==> src/rtl/cisv_pkg.sv <==
`timescale 1ns / 1ps

package cisv_pkg;

   localparam int MAX_NEST_DEF = 32;
   localparam int CSR_W        = 6;
   localparam int CMP_W        = 7;
   localparam logic [CSR_W-1:0] CSR_RESET = 6'd32;

   localparam logic [4:0] AI_ARG1 = 5'd24;
   localparam logic [4:0] AI_RSVD = 5'd28;

   localparam logic [2:0] MAJ_BSTR  = 3'd2;
   localparam logic [2:0] MAJ_TSTR  = 3'd3;
   localparam logic [2:0] MAJ_ARRAY = 3'd4;
   localparam logic [2:0] MAJ_MAP   = 3'd5;
   localparam logic [2:0] MAJ_TAG   = 3'd6;

   localparam int FQ_DEPTH = 2;
   localparam int FQ_AW    = $clog2(FQ_DEPTH);
   localparam int FQ_CW    = $clog2(FQ_DEPTH + 1);

   typedef enum logic [1:0] {
      ST_OPEN = 2'd0,
      ST_DONE = 2'd1,
      ST_BAD  = 2'd2
   } status_type;

   typedef enum logic [1:0] {
      PH_HEAD    = 2'd0,
      PH_ARG     = 2'd1,
      PH_PAYLOAD = 2'd2
   } phase_type;

   typedef enum logic {
      ENG_RUN = 1'b0,
      ENG_POP = 1'b1
   } eng_type;

   typedef struct packed {
      logic [7:0] data_byte;
      logic       last_byte;
      logic [2:0] major;
      logic [4:0] ai;
      logic       ai_bad;
      logic       ai_imm;
      logic [3:0] arg_len;
   } req_item_type;

   typedef struct packed {
      logic         valid;
      req_item_type item;
   } item_link_type;

   typedef struct packed {
      logic       push;
      logic [1:0] status;
   } rsp_push_type;

   typedef struct packed {
      logic [63:0] items_left;
      logic        pair_half;
      logic        is_map;
   } frame_type;

endpackage

==> src/rtl/cisv_front.sv <==
`timescale 1ns / 1ps

module cisv_front (
   input  logic                   clock,
   input  logic                   reset,
   input  logic                   req_push,
   output logic                   req_full,
   input  logic [7:0]             req_data_byte,
   input  logic                   req_last_byte,
   output cisv_pkg::item_link_type link,
   input  logic                   item_pop
);
   import cisv_pkg::*;

   req_item_type           q_ff [FQ_DEPTH];
   logic [FQ_AW-1:0]       wr_ptr_ff, wr_ptr_in;
   logic [FQ_AW-1:0]       rd_ptr_ff, rd_ptr_in;
   logic [FQ_CW-1:0]       count_ff, count_in;
   req_item_type           cls;
   logic                   wr_en;
   logic                   rd_en;

   // head classification at entry
   always_comb begin
      cls.data_byte = req_data_byte;
      cls.last_byte = req_last_byte;
      cls.major     = req_data_byte[7:5];
      cls.ai        = req_data_byte[4:0];
      cls.ai_bad    = req_data_byte[4:0] >= AI_RSVD;
      cls.ai_imm    = req_data_byte[4:0] < AI_ARG1;
      cls.arg_len   = 4'(4'd1 << req_data_byte[1:0]);
   end

   assign req_full = count_ff == FQ_CW'(FQ_DEPTH);
   assign wr_en    = req_push && !req_full;
   assign rd_en    = item_pop && (count_ff != '0);

   always_comb begin
      wr_ptr_in = wr_en ? FQ_AW'(wr_ptr_ff + 1'b1) : wr_ptr_ff;
      rd_ptr_in = rd_en ? FQ_AW'(rd_ptr_ff + 1'b1) : rd_ptr_ff;
      count_in  = count_ff;
      if (wr_en && !rd_en) begin
         count_in = FQ_CW'(count_ff + 1'b1);
      end else if (rd_en && !wr_en) begin
         count_in = FQ_CW'(count_ff - 1'b1);
      end
   end

   always_ff @(posedge clock) begin
      if (reset) begin
         wr_ptr_ff <= '0;
         rd_ptr_ff <= '0;
         count_ff  <= '0;
      end else begin
         wr_ptr_ff <= wr_ptr_in;
         rd_ptr_ff <= rd_ptr_in;
         count_ff  <= count_in;
      end
   end

   always_ff @(posedge clock) begin
      if (wr_en) begin
         q_ff[wr_ptr_ff] <= cls;
      end
   end

   assign link.valid = count_ff != '0;
   assign link.item  = q_ff[rd_ptr_ff];

endmodule

==> src/rtl/cisv_rspq.sv <==
`timescale 1ns / 1ps

module cisv_rspq (
   input  logic                  clock,
   input  logic                  reset,
   input  cisv_pkg::rsp_push_type push_in,
   output logic                  full,
   output logic                  rsp_empty,
   input  logic                  rsp_pop,
   output logic [1:0]            rsp_status
);
   import cisv_pkg::*;

   logic [1:0]       q_ff [FQ_DEPTH];
   logic [FQ_AW-1:0] wr_ptr_ff, wr_ptr_in;
   logic [FQ_AW-1:0] rd_ptr_ff, rd_ptr_in;
   logic [FQ_CW-1:0] count_ff, count_in;
   logic             wr_en;
   logic             rd_en;

   assign full      = count_ff == FQ_CW'(FQ_DEPTH);
   assign rsp_empty = count_ff == '0;
   assign wr_en     = push_in.push && !full;
   assign rd_en     = rsp_pop && !rsp_empty;

   always_comb begin
      wr_ptr_in = wr_en ? FQ_AW'(wr_ptr_ff + 1'b1) : wr_ptr_ff;
      rd_ptr_in = rd_en ? FQ_AW'(rd_ptr_ff + 1'b1) : rd_ptr_ff;
      count_in  = count_ff;
      if (wr_en && !rd_en) begin
         count_in = FQ_CW'(count_ff + 1'b1);
      end else if (rd_en && !wr_en) begin
         count_in = FQ_CW'(count_ff - 1'b1);
      end
   end

   always_ff @(posedge clock) begin
      if (reset) begin
         wr_ptr_ff <= '0;
         rd_ptr_ff <= '0;
         count_ff  <= '0;
      end else begin
         wr_ptr_ff <= wr_ptr_in;
         rd_ptr_ff <= rd_ptr_in;
         count_ff  <= count_in;
      end
   end

   always_ff @(posedge clock) begin
      if (wr_en) begin
         q_ff[wr_ptr_ff] <= push_in.status;
      end
   end

   assign rsp_status = q_ff[rd_ptr_ff];

endmodule

==> src/rtl/cisv_back.sv <==
`timescale 1ns / 1ps

module cisv_back #(
   parameter int MAX_NEST = cisv_pkg::MAX_NEST_DEF
) (
   input  logic                         clock,
   input  logic                         reset,
   input  cisv_pkg::item_link_type      link,
   output logic                         item_pop,
   output cisv_pkg::rsp_push_type       rsp_push,
   input  logic                         rsp_full,
   input  logic                         csr_valid,
   input  logic [cisv_pkg::CSR_W-1:0]   csr_max_nesting
);
   import cisv_pkg::*;

   localparam int OFW   = $clog2(MAX_NEST + 2);
   localparam int AW    = $clog2(MAX_NEST + 1);
   localparam int DEPTH = MAX_NEST + 1;

   phase_type         phase_ff, phase_in;
   eng_type           state_ff, state_in;
   logic [3:0]        arg_left_ff, arg_left_in;
   logic [2:0]        pend_major_ff, pend_major_in;
   logic [63:0]       arg_val_ff, arg_val_in;
   logic [63:0]       pay_left_ff, pay_left_in;
   logic [OFW-1:0]    open_ff, open_in;
   frame_type         top_ff, top_in;
   logic [CSR_W-1:0]  max_nest_ff;

   frame_type         mem [DEPTH];
   frame_type         rd_data_ff;
   logic              rd_en;
   logic [AW-1:0]     rd_addr;
   logic              wr_en;
   logic [AW-1:0]     wr_addr;

   logic [CMP_W-1:0]  limit;
   req_item_type      it;
   logic              go;
   logic              ap_en;
   logic [2:0]        ap_major;
   logic [63:0]       ap_val;
   logic [63:0]       cnt;
   logic [63:0]       nv;
   logic [3:0]        nl;
   logic [63:0]       np;
   logic              do_close;
   logic              finish;
   status_type        st;
   frame_type         src;
   logic [63:0]       dec;

   assign it    = link.item;
   assign go    = link.valid && !rsp_full;
   assign limit = ({1'b0, max_nest_ff} < CMP_W'(MAX_NEST)) ? CMP_W'(max_nest_ff)
                                                            : CMP_W'(MAX_NEST);

   always_comb begin
      phase_in      = phase_ff;
      state_in      = state_ff;
      arg_left_in   = arg_left_ff;
      pend_major_in = pend_major_ff;
      arg_val_in    = arg_val_ff;
      pay_left_in   = pay_left_ff;
      open_in       = open_ff;
      top_in        = top_ff;
      rd_en         = 1'b0;
      rd_addr       = '0;
      wr_en         = 1'b0;
      wr_addr       = AW'(open_ff - 1'b1);
      ap_en         = 1'b0;
      ap_major      = it.major;
      ap_val        = {59'd0, it.ai};
      cnt           = '0;
      nv            = {arg_val_ff[55:0], it.data_byte};
      nl            = (arg_left_ff != 4'd0) ? 4'(arg_left_ff - 4'd1) : 4'd0;
      np            = (pay_left_ff != 64'd0) ? 64'(pay_left_ff - 64'd1) : 64'd0;
      do_close      = 1'b0;
      finish        = 1'b0;
      st            = ST_OPEN;
      src           = (state_ff == ENG_POP) ? rd_data_ff : top_ff;
      dec           = 64'(src.items_left - 64'd1);
      item_pop      = 1'b0;
      rsp_push      = '0;

      if (state_ff == ENG_POP) begin
         do_close = 1'b1;
      end else if (go) begin
         case (phase_ff)
            PH_HEAD: begin
               if (CMP_W'(open_ff) > limit || it.ai_bad) begin
                  st     = ST_BAD;
                  finish = 1'b1;
               end else if (it.ai_imm) begin
                  ap_en = 1'b1;
               end else begin
                  pend_major_in = it.major;
                  arg_val_in    = '0;
                  arg_left_in   = it.arg_len;
                  phase_in      = PH_ARG;
                  finish        = 1'b1;
               end
            end
            PH_ARG: begin
               arg_val_in  = nv;
               arg_left_in = nl;
               if (nl == 4'd0) begin
                  ap_en    = 1'b1;
                  ap_major = pend_major_ff;
                  ap_val   = nv;
               end else begin
                  finish = 1'b1;
               end
            end
            PH_PAYLOAD: begin
               pay_left_in = np;
               if (np == 64'd0) begin
                  do_close = 1'b1;
               end else begin
                  finish = 1'b1;
               end
            end
            default: begin
               st     = ST_BAD;
               finish = 1'b1;
            end
         endcase
      end

      if (ap_en) begin
         case (ap_major)
            MAJ_BSTR, MAJ_TSTR: begin
               if (ap_val == 64'd0) begin
                  do_close = 1'b1;
               end else begin
                  pay_left_in = ap_val;
                  phase_in    = PH_PAYLOAD;
                  finish      = 1'b1;
               end
            end
            MAJ_ARRAY, MAJ_MAP, MAJ_TAG: begin
               cnt = (ap_major == MAJ_TAG) ? 64'd1 : ap_val;
               if (cnt == 64'd0) begin
                  do_close = 1'b1;
               end else begin
                  wr_en            = open_ff != '0;
                  top_in.items_left = cnt;
                  top_in.pair_half = 1'b0;
                  top_in.is_map    = ap_major == MAJ_MAP;
                  open_in          = OFW'(open_ff + 1'b1);
                  phase_in         = PH_HEAD;
                  finish           = 1'b1;
               end
            end
            default: begin
               do_close = 1'b1;
            end
         endcase
      end

      // one nesting level per cycle
      if (do_close) begin
         phase_in = PH_HEAD;
         state_in = ENG_RUN;
         if (open_ff == '0) begin
            st     = ST_DONE;
            finish = 1'b1;
         end else if (src.is_map && !src.pair_half) begin
            top_in           = src;
            top_in.pair_half = 1'b1;
            finish           = 1'b1;
         end else if (dec != 64'd0) begin
            top_in.items_left = dec;
            top_in.pair_half = 1'b0;
            top_in.is_map    = src.is_map;
            finish           = 1'b1;
         end else begin
            open_in = OFW'(open_ff - 1'b1);
            if (open_ff == OFW'(1)) begin
               st     = ST_DONE;
               finish = 1'b1;
            end else begin
               rd_en    = 1'b1;
               rd_addr  = AW'(open_ff - OFW'(2));
               state_in = ENG_POP;
            end
         end
      end

      if (finish) begin
         if (st == ST_OPEN && it.last_byte) begin
            st = ST_BAD;
         end
         if (st != ST_OPEN) begin
            phase_in      = PH_HEAD;
            arg_left_in   = '0;
            pend_major_in = '0;
            arg_val_in    = '0;
            pay_left_in   = '0;
            open_in       = '0;
         end
         state_in        = ENG_RUN;
         item_pop        = 1'b1;
         rsp_push.push   = 1'b1;
         rsp_push.status = st;
      end
   end

   always_ff @(posedge clock) begin
      if (reset) begin
         phase_ff      <= PH_HEAD;
         state_ff      <= ENG_RUN;
         arg_left_ff   <= '0;
         pend_major_ff <= '0;
         arg_val_ff    <= '0;
         pay_left_ff   <= '0;
         open_ff       <= '0;
         max_nest_ff   <= CSR_RESET;
      end else begin
         phase_ff      <= phase_in;
         state_ff      <= state_in;
         arg_left_ff   <= arg_left_in;
         pend_major_ff <= pend_major_in;
         arg_val_ff    <= arg_val_in;
         pay_left_ff   <= pay_left_in;
         open_ff       <= open_in;
         if (csr_valid) begin
            max_nest_ff <= csr_max_nesting;
         end
      end
   end

   always_ff @(posedge clock) begin
      top_ff <= top_in;
   end

   // frames below the top one
   always_ff @(posedge clock) begin
      if (wr_en) begin
         mem[wr_addr] <= top_ff;
      end
      if (rd_en) begin
         rd_data_ff <= mem[rd_addr];
      end
   end

   a_open_bound: assert property (@(posedge clock) disable iff (reset)
      open_ff <= OFW'(MAX_NEST + 1))
      else $error("frame count beyond nesting depth");

   a_pop_has_frame: assert property (@(posedge clock) disable iff (reset)
      state_ff == ENG_POP |-> open_ff != '0)
      else $error("frame pop with no open frame");

   a_push_room: assert property (@(posedge clock) disable iff (reset)
      rsp_push.push |-> !rsp_full && link.valid)
      else $error("status written without room or without a byte");

   a_pop_result: assert property (@(posedge clock) disable iff (reset)
      item_pop |-> rsp_push.push)
      else $error("byte retired without a status");

endmodule

==> src/rtl/cbor_item_skip_validator.sv <==
`timescale 1ns / 1ps

// cbor item skip validator
// req channel: one byte of the encoded stream per transfer, with req_last_byte
//   marking the end of the buffer; a transfer happens when req_push is high and
//   req_full is low
// rsp channel: one status per input byte, in order (0 item open, 1 top-level
//   item complete, 2 invalid); the oldest status is on rsp_status while
//   rsp_empty is low and leaves on rsp_pop
// csr channel: csr_max_nesting sets the deepest accepted nesting level; ready
//   is always high, write only while the block is idle
// status path: a byte waits in the registered byte queue and its status in the
//   registered status queue; closing nested containers adds a pop of each level
//   off the frame memory, as that memory has a registered read port
// throughput: one byte per cycle while rsp_full is low and no level is popped
// reset: decoding returns to awaiting a head, both queues empty, max nesting 32
// a stalled rsp side fills the two-entry status queue and then the two-entry
//   byte queue, after which req_full rises; nothing is dropped
module cbor_item_skip_validator #(
   parameter int MAX_NEST = cisv_pkg::MAX_NEST_DEF
) (
   input  logic                       clock,
   input  logic                       reset,
   input  logic                       req_push,
   output logic                       req_full,
   input  logic [7:0]                 req_data_byte,
   input  logic                       req_last_byte,
   output logic                       rsp_empty,
   input  logic                       rsp_pop,
   output logic [1:0]                 rsp_status,
   input  logic                       csr_valid,
   output logic                       csr_ready,
   input  logic [cisv_pkg::CSR_W-1:0] csr_max_nesting
);
   import cisv_pkg::*;

   item_link_type link;
   logic          item_pop;
   rsp_push_type  rsp_push;
   logic          rsp_full;

   assign csr_ready = 1'b1;

   cisv_front u_front (
      .clock         (clock),
      .reset         (reset),
      .req_push      (req_push),
      .req_full      (req_full),
      .req_data_byte (req_data_byte),
      .req_last_byte (req_last_byte),
      .link          (link),
      .item_pop      (item_pop)
   );

   cisv_back #(
      .MAX_NEST (MAX_NEST)
   ) u_back (
      .clock           (clock),
      .reset           (reset),
      .link            (link),
      .item_pop        (item_pop),
      .rsp_push        (rsp_push),
      .rsp_full        (rsp_full),
      .csr_valid       (csr_valid),
      .csr_max_nesting (csr_max_nesting)
   );

   cisv_rspq u_rspq (
      .clock      (clock),
      .reset      (reset),
      .push_in    (rsp_push),
      .full       (rsp_full),
      .rsp_empty  (rsp_empty),
      .rsp_pop    (rsp_pop),
      .rsp_status (rsp_status)
   );

endmodule
==> config.mk <==
export PLATFORM = sky130hd
export DESIGN_NAME = cbor_item_skip_validator
export DESIGN_NICKNAME = d
export VERILOG_FILES = /design/src/rtl/cisv_pkg.sv /design/src/rtl/cisv_front.sv /design/src/rtl/cisv_rspq.sv /design/src/rtl/cisv_back.sv /design/src/rtl/cbor_item_skip_validator.sv
export SDC_FILE = /design/constraint.sdc
export NUM_CORES = 2
export LEC_CHECK = 0
export BUFFER_PORTS_ARGS = -buffer_cell sky130_fd_sc_hd__buf_2
export CAP_MARGIN = 15
export CORE_ASPECT_RATIO = 0.5
export CORE_MARGIN = 1.5
export CORE_UTILIZATION = 48
export CTS_BUF_LIST = sky130_fd_sc_hd__clkbuf_8
export CTS_CLUSTER_DIAMETER = 80
export DETAILED_ROUTE_END_ITERATION = 7
export PLACE_DENSITY = 0.71
export SYNTH_ARGS = -nofsm -noshare
export SYNTH_HDL_FRONTEND = slang
export SYNTH_SLANG_ARGS = --single-unit
==> constraint.sdc <==
create_clock -name clock -period 8.2 [get_ports clock]
set_input_delay 1.23 -clock clock [delete_from_list [all_inputs] [get_ports clock]]
set_output_delay 1.23 -clock clock [all_outputs]
set_load 0.05 [all_outputs]
# Word-level counts from Yosys, hierarchy flattened
# Memory sizes are Yosys's and may differ from the RTL's. A register that Yosys moved wholly into a read port is not among the register bits.
# Index checks and enable logic that the tools add are counted.
dict set report word_totals {
  register_bits 224
  ram_bits 2228
  input_bits 20
  output_inout_bits 5
  memories 3
}
# memory words word_bits rd rd_ports_with_merged_regs write_ports line_no
set mem_list {}
lappend mem_list {u_back.mem 33 66 1 1 1 cisv_back.sv:31} ;# frame_type mem [DEPTH];
lappend mem_list {u_front.q_ff 2 23 1 1 1 cisv_front.sv:15} ;# req_item_type q_ff [FQ_DEPTH];
lappend mem_list {u_rspq.q_ff 2 2 1 1 1 cisv_rspq.sv:14} ;# logic [1:0] q_ff [FQ_DEPTH];
dict set report op_classes {
  add_sub_neg 14
  n_lt_le_gt_ge 4
  eq_ne 10
  shift 1
  mux 140
  n_reduce_logical 40
}
# cell n
set op_table {}
lappend op_table {{64-bit two-way mux} 20}
lappend op_table {{66-bit two-way mux} 8}
lappend op_table {{64-bit zero test} 3}
lappend op_table {{64-bit one-hot mux with 2 select lines} 1}
lappend op_table {{64-bit nonzero test} 2}
lappend op_table {{64-bit by 1-bit subtractor with 64-bit output, second input constant} 2}
lappend op_table {{6-bit two-way mux} 15}
lappend op_table {{2-bit two-way mux} 25}
lappend op_table {{1-bit two-way mux} 45}
lappend op_table {{3-bit two-way mux} 12}
lappend op_table {{4-bit two-way mux} 7}
lappend op_table {{1-bit logical AND} 11}
lappend op_table {{3-bit == test, second input constant} 3}
lappend op_table {{1-bit zero test} 8}
lappend op_table {{2-bit one-hot mux with 2 select lines} 2}
lappend op_table {{4-bit one-hot mux with 2 select lines} 1}
lappend op_table {{2-bit nonzero test} 4}
lappend op_table {{6-bit by 7-bit greater-than comparator with 1-bit output} 1}
lappend op_table {{6-bit by 1-bit adder with 6-bit output, second input constant} 1}
lappend op_table {{2-bit == test, second input constant} 3}
lappend op_table {{3-bit by 2-bit == test with 1-bit output, second input constant} 2}
lappend op_table {{6-bit by 1-bit == test with 1-bit output, second input constant} 1}
lappend op_table {{2-bit zero test} 3}
lappend op_table {{6-bit zero test} 1}
lappend op_table {{19 further kinds} 28}

# Logic depth before layout (Yosys ltp)
dict set report depth {
  word_depth 25
  depth_mapped 30
  ltp_nobuf 18
}

# Modules after synthesis
# From an unflattened synthesis, not the netlist that was laid out.
dict set report unflattened {
  hier_cells 6706
  hier_area_um2 104405.1
}
# mod n_inst cells_each area_per_inst_um2 seq_area_each_um2
set modules_own_cells {}
lappend modules_own_cells {cisv_back 1 6587 102638.4 71548.6}
lappend modules_own_cells {cisv_front 1 86 1395.1 1001.0}
lappend modules_own_cells {cisv_rspq 1 31 360.3 220.2}
lappend modules_own_cells {cbor_item_skip_validator 1 2 11.3 0.0}

# Worst setup path after synthesis
# Ideal clock, no wire load.
dict set report synth_path {
  path_type {register to register}
  from {register u_back.state_ff}
  to {register u_back.rd_data_ff[50] (netlist name)}
  arrival_ps 8736
  slack_ps -799
  path_stages_with_launch 29
  path_buffers 14
  path_cell_list {dfxtp_1 buf_4 buf_6 buf_2 buf_2 buf_2 buf_2 buf_2 buf_2 buf_2 buf_2 buf_1 mux2i_1 ha_1 o211ai_1 or3_1 clkbuf_1 or4_1 or3_1 a221oi_1 nand4_1 nor4_4 nand2_1 inv_2 buf_4 clkbuf_1 o211ai_1 a211oi_1 o21ai_1}
}
dict set report synth_via {
  elab_chain_cells 8
  elab_cells_between_ends 31
  cone_classes {add/sub: 1; eq/ne: 5; mux: 18; reduce/logical: 7}
}
# element line_no
set synth_rtl {}
lappend synth_rtl {{from (decl)} cisv_back.sv:22} ;# eng_type state_ff, state_in;
lappend synth_rtl {{from (signal assigned)} cisv_back.sv:222} ;# state_ff <= state_in;
lappend synth_rtl {{branches (longest 7 deep; another with 64-bit by 1-bit subtractor with 64-bit output)} n/a}
lappend synth_rtl {{1-bit two-way mux (*)} cisv_back.sv:163} ;# if (do_close) begin
lappend synth_rtl {{named net u_back.rd_en} cisv_back.sv:33} ;# logic rd_en;
# Mark *: on every way through the listed nets, which the timed path passes.
# A chain may end at the register's enable or synchronous reset.

# Worst setup path after layout
dict set report layout_path {
  from {register u_back.state_ff}
  to {register u_back.rd_data_ff[19] (netlist name)}
}
dict set report layout_via {
  elab_chain_cells 8
  elab_cells_between_ends 31
  cone_classes {add/sub: 1; eq/ne: 5; mux: 18; reduce/logical: 7}
}
# element
set layout_rtl {}
lappend layout_rtl {{branches (longest 8 deep; another with 64-bit by 1-bit subtractor with 64-bit output)}}
# Several ways; the timed one is not identified.

==> results.sh <==
export IMPL_synth_edf_count=2278
export IMPL_post_cts_setup_buffer_count=0
export IMPL_power_mw=30.1
export IMPL_grt_busiest_layer="met2"
export IMPL_grt_pass1_vias=73200
export IMPL_gp_congestion=1.07
export IMPL_critPathCaptureType="register"
export IMPL_fin_crit_sh_pct=89.3
export IMPL_grt_use_met1_pct=43.6
export IMPL_grt_max_degree=155
export IMPL_syn2layout_area_growth_pct=10.2
export IMPL_start_kind="register"
export IMPL_synth_cell_types=89
export IMPL_critPathMostFrequentCell="buf_4"
export IMPL_route_detailed_wl_per_inst_um=33.1
export IMPL_slowest_delay_ps=680
export IMPL_status="finished, violations left"
export IMPL_cts_buffers_inserted=360
export IMPL_viasPerCell=6.87
export IMPL_drv_cap=0
export IMPL_synth_warnings=0
export IMPL_timing_rr_start="u_back.state_ff"
export IMPL_h_tree_depth=5
export IMPL_grt_ovfl_total=0
export IMPL_path_max_fanout=43
export IMPL_ant_nets=0
export IMPL_die_h_um=340
export IMPL_use_met2_pct=45.3
export IMPL_syn_nets=7959
export IMPL_avgSynthCellArea_um2=13.8
export IMPL_min_from="req_data_byte[6]"
export IMPL_via_count=77100
export IMPL_first_pass_iters=8
export IMPL_fill_cells=18200
export IMPL_die_area_mm2=0.230
export IMPL_clkTransAtPathRegs_ps=70
export IMPL_synthCells=7918
export IMPL_syn_area_mm2=0.109
export IMPL_min_path_cells=1
export IMPL_grt_use_met3_pct=9.53
export IMPL_final_seq_area_mm2=0.0728
export IMPL_synthTopCellsByArea="edfxtp_1, mux4_2, dfxtp_1, a21oi_1, mux2i_1"
export IMPL_worstHoldEndpoint="u_front.q_ff[1][21]"
export IMPL_hold_path_class="input port to register"
export IMPL_relSlewSlack_pct=12.1
export IMPL_initialDrtViolationCount=13400
export IMPL_synth_common_cells="edfxtp_1, a21oi_1, clkbuf_1"
export IMPL_async_flop_share_pct=0
export IMPL_dpl_hpwl_mm=215
export IMPL_worst_ep_arrival_time_ps=8030
export IMPL_yosysMostFrequentCell="edfxtp_1"
export IMPL_r2r_setup_slack_ps=880
export IMPL_violations="design-rule violations"
export IMPL_dpl_cell_area_mm2=0.113
export IMPL_rsz0062_at_grt="false"
export IMPL_fin_nets=7986
export IMPL_grt_pass1_wl_mm=525
export IMPL_wl_mm=371
export IMPL_io_pins=25
export IMPL_start_util_pct=48.4
export IMPL_fp_coreArea_mm2=0.225
export IMPL_cellPowerDensity_mw_per_mm2=251
export IMPL_ctsHoldBuffers=0
export IMPL_cts_root_buf="clkbuf_8"
export IMPL_required_ps=8910
export IMPL_hold_viol_final=0
export IMPL_slew_viol_final=0
export IMPL_tightestPinTransition_ps=1300
export IMPL_fmax_mhz=137
export IMPL_cts_tree="done"
export IMPL_clock_latency_ps=1010
export IMPL_cp_slowest_cell="or4_1"
export IMPL_fin_ws_ps=877
export IMPL_worstSetupPathType="register to register"
export IMPL_drive_gt1_share_pct=15.1
export IMPL_path_cells="buf_4, or4b_2, a2bb2oi_1, nand4_1, or4_1, or3_1, a221oi_1, nand4_1, nor4_4, buf_4, buf_4, a41oi_1, o21ai_0, a21oi_1, o21ai_1"
export IMPL_ys_flop_type="edfxtp_1"
export IMPL_cts_sinks=2496
export IMPL_ff2ff_path_depth=15
export IMPL_ys_seq_area_share_pct=66.8
export IMPL_design_area_mm2=0.120
export IMPL_layout_min_cycle_time_ps=7320
export IMPL_synth_seq_cells=2496
export IMPL_peakVddDrop_mv=0.145
export IMPL_yosys_area_top_type="edfxtp_1"
export IMPL_finalSetupTns_ps=0
export IMPL_cts_resized=0
export IMPL_clockBufferDepth=4
export IMPL_fin_skew_ps=80.2
export IMPL_pre_cts_ws_ps=1210
export IMPL_die_w_um=677
export IMPL_synth_top_area_share_pct=62.8
export IMPL_finalSetupViolations=0
export IMPL_gr_usage_all_layers_pct=31.3
export IMPL_r2r_end="u_back.rd_data_ff[19]"
export IMPL_grt_antenna_before_repair=23
export IMPL_io_buffers=23
export IMPL_drc=1
export IMPL_rows=123
export IMPL_multi_input_area_mm2=0.0334
export IMPL_power_leakage_nw=36.3
## cell type report
type / count / share of cell area, %
Multi-Input combinational cell: 4612 / 27.8
Inverter: 158 / 0.511
Timing Repair Buffer: 317 / 2.41
Clock inverter: 256 / 1.15
Antenna cell: 7 / 0.0146
Sequential cell: 2496 / 60.6
Tap cell: 3000 / 3.13
Clock buffer: 375 / 4.30
## state kept, by name, summed over array words and instances (netlist names), named ones only
signal / cells
u_back.pay_left_ff: 64
u_back.phase_ff: 2
u_back.pend_major_ff: 3
u_back.rd_data_ff: 66
u_back.open_ff: 6
u_rspq.q_ff: 4
u_front.rd_ptr_ff: 1
u_front.wr_ptr_ff: 1
u_front.count_ff: 2
u_rspq.rd_ptr_ff: 1
u_back.max_nest_ff: 6
u_front.q_ff: 30
u_back.arg_val_ff: 56
u_back.state_ff: 1
u_back.arg_left_ff: 4
u_rspq.wr_ptr_ff: 1
u_back.top_ff: 66
u_back.mem: 2178
u_rspq.count_ff: 2
## placed cells by master, fill, tap and decap left out, types with 79 or more instances in the layout
| master | instances |
|---|---|
| a2111oi_0 | 93 |
| a211oi_1 | 79 |
| a21oi_1 | 593 |
| a22o_1 | 101 |
| a22oi_1 | 137 |
| a31oi_1 | 123 |
| and2_1 | 79 |
| buf_4 | 252 |
| clkbuf_8 | 375 |
| dfxtp_1 | 214 |
| edfxtp_1 | 2278 |
| inv_1 | 263 |
| mux2_2 | 145 |
| mux2i_1 | 288 |
| mux4_2 | 196 |
| nand2_1 | 350 |
| nand2b_1 | 79 |
| nand3_1 | 123 |
| nand4_1 | 91 |
| nor2_1 | 419 |
| nor3_1 | 141 |
| o21ai_0 | 398 |
| o22ai_1 | 104 |
## cell families after synthesis
| group | Yosys count | synth area share (%) |
|---|---|---|
| flops | 2496 | 66.8 |
| compound gates | 2241 | 13.6 |
| simple gates | 1640 | 7.50 |
| buf+inv | 810 | 2.96 |
| mux | 629 | 8.20 |
| xor+xnor | 80 | 0.644 |
| fa+ha+maj | 21 | 0.241 |
| other cells | 1 | 0.00344 |
## worst max-delay path by stage
| stage | start | endpoint | slack (ps) | cells past startpoint |
|---|---|---|---|---|
| CTS | u_back.state_ff | u_back.rd_data_ff[45] | 1190 | 15 |
| detailed placement | u_back.state_ff | u_back.rd_data_ff[45] | 1210 | 15 |
| global route | u_back.state_ff | u_back.rd_data_ff[45] | 660 | 15 |
| floorplan | u_back.state_ff | u_back.rd_data_ff[50] | 310 | 28 |
| global placement | u_back.state_ff | u_back.rd_data_ff[45] | 1360 | 16 |
| finish | u_back.state_ff | u_back.rd_data_ff[19] | 880 | 15 |
## metrics by stage
stage          hold slack (ps)  util [%]  std cells
4_1_cts                    392      53.2      11200
5_1_grt                    400      53.3      11200
3_3_place_gp               480      50.3      10600
3_5_place_dp               483      50.3      10600
6_report                   438      53.3      11200
2_1_floorplan              452         -       7918
## critical path: cells and delay by family (launching register included)
kind	cells	cell delay (ps)
compound gates	6	2100
buf+inv	3	1440
simple gates	6	2720
flops	1	670
## where the power goes
group / leakage [nW] / total (mW) / switching [mW] / internal (mW)
clock: 3.78 / 9.45 / 4.89 / 4.57
sequential: 20.7 / 14.7 / 0.143 / 14.5
combinational: 11.8 / 5.96 / 4.33 / 1.63
## routing by layer
metal  up-vias  share of wire, %
met5         -             0.039
met4        13               4.9
met3      1052                15
met2      6051                42
met1     38400                38
li1      31600                 -
(Power assumes the default switching activity.)
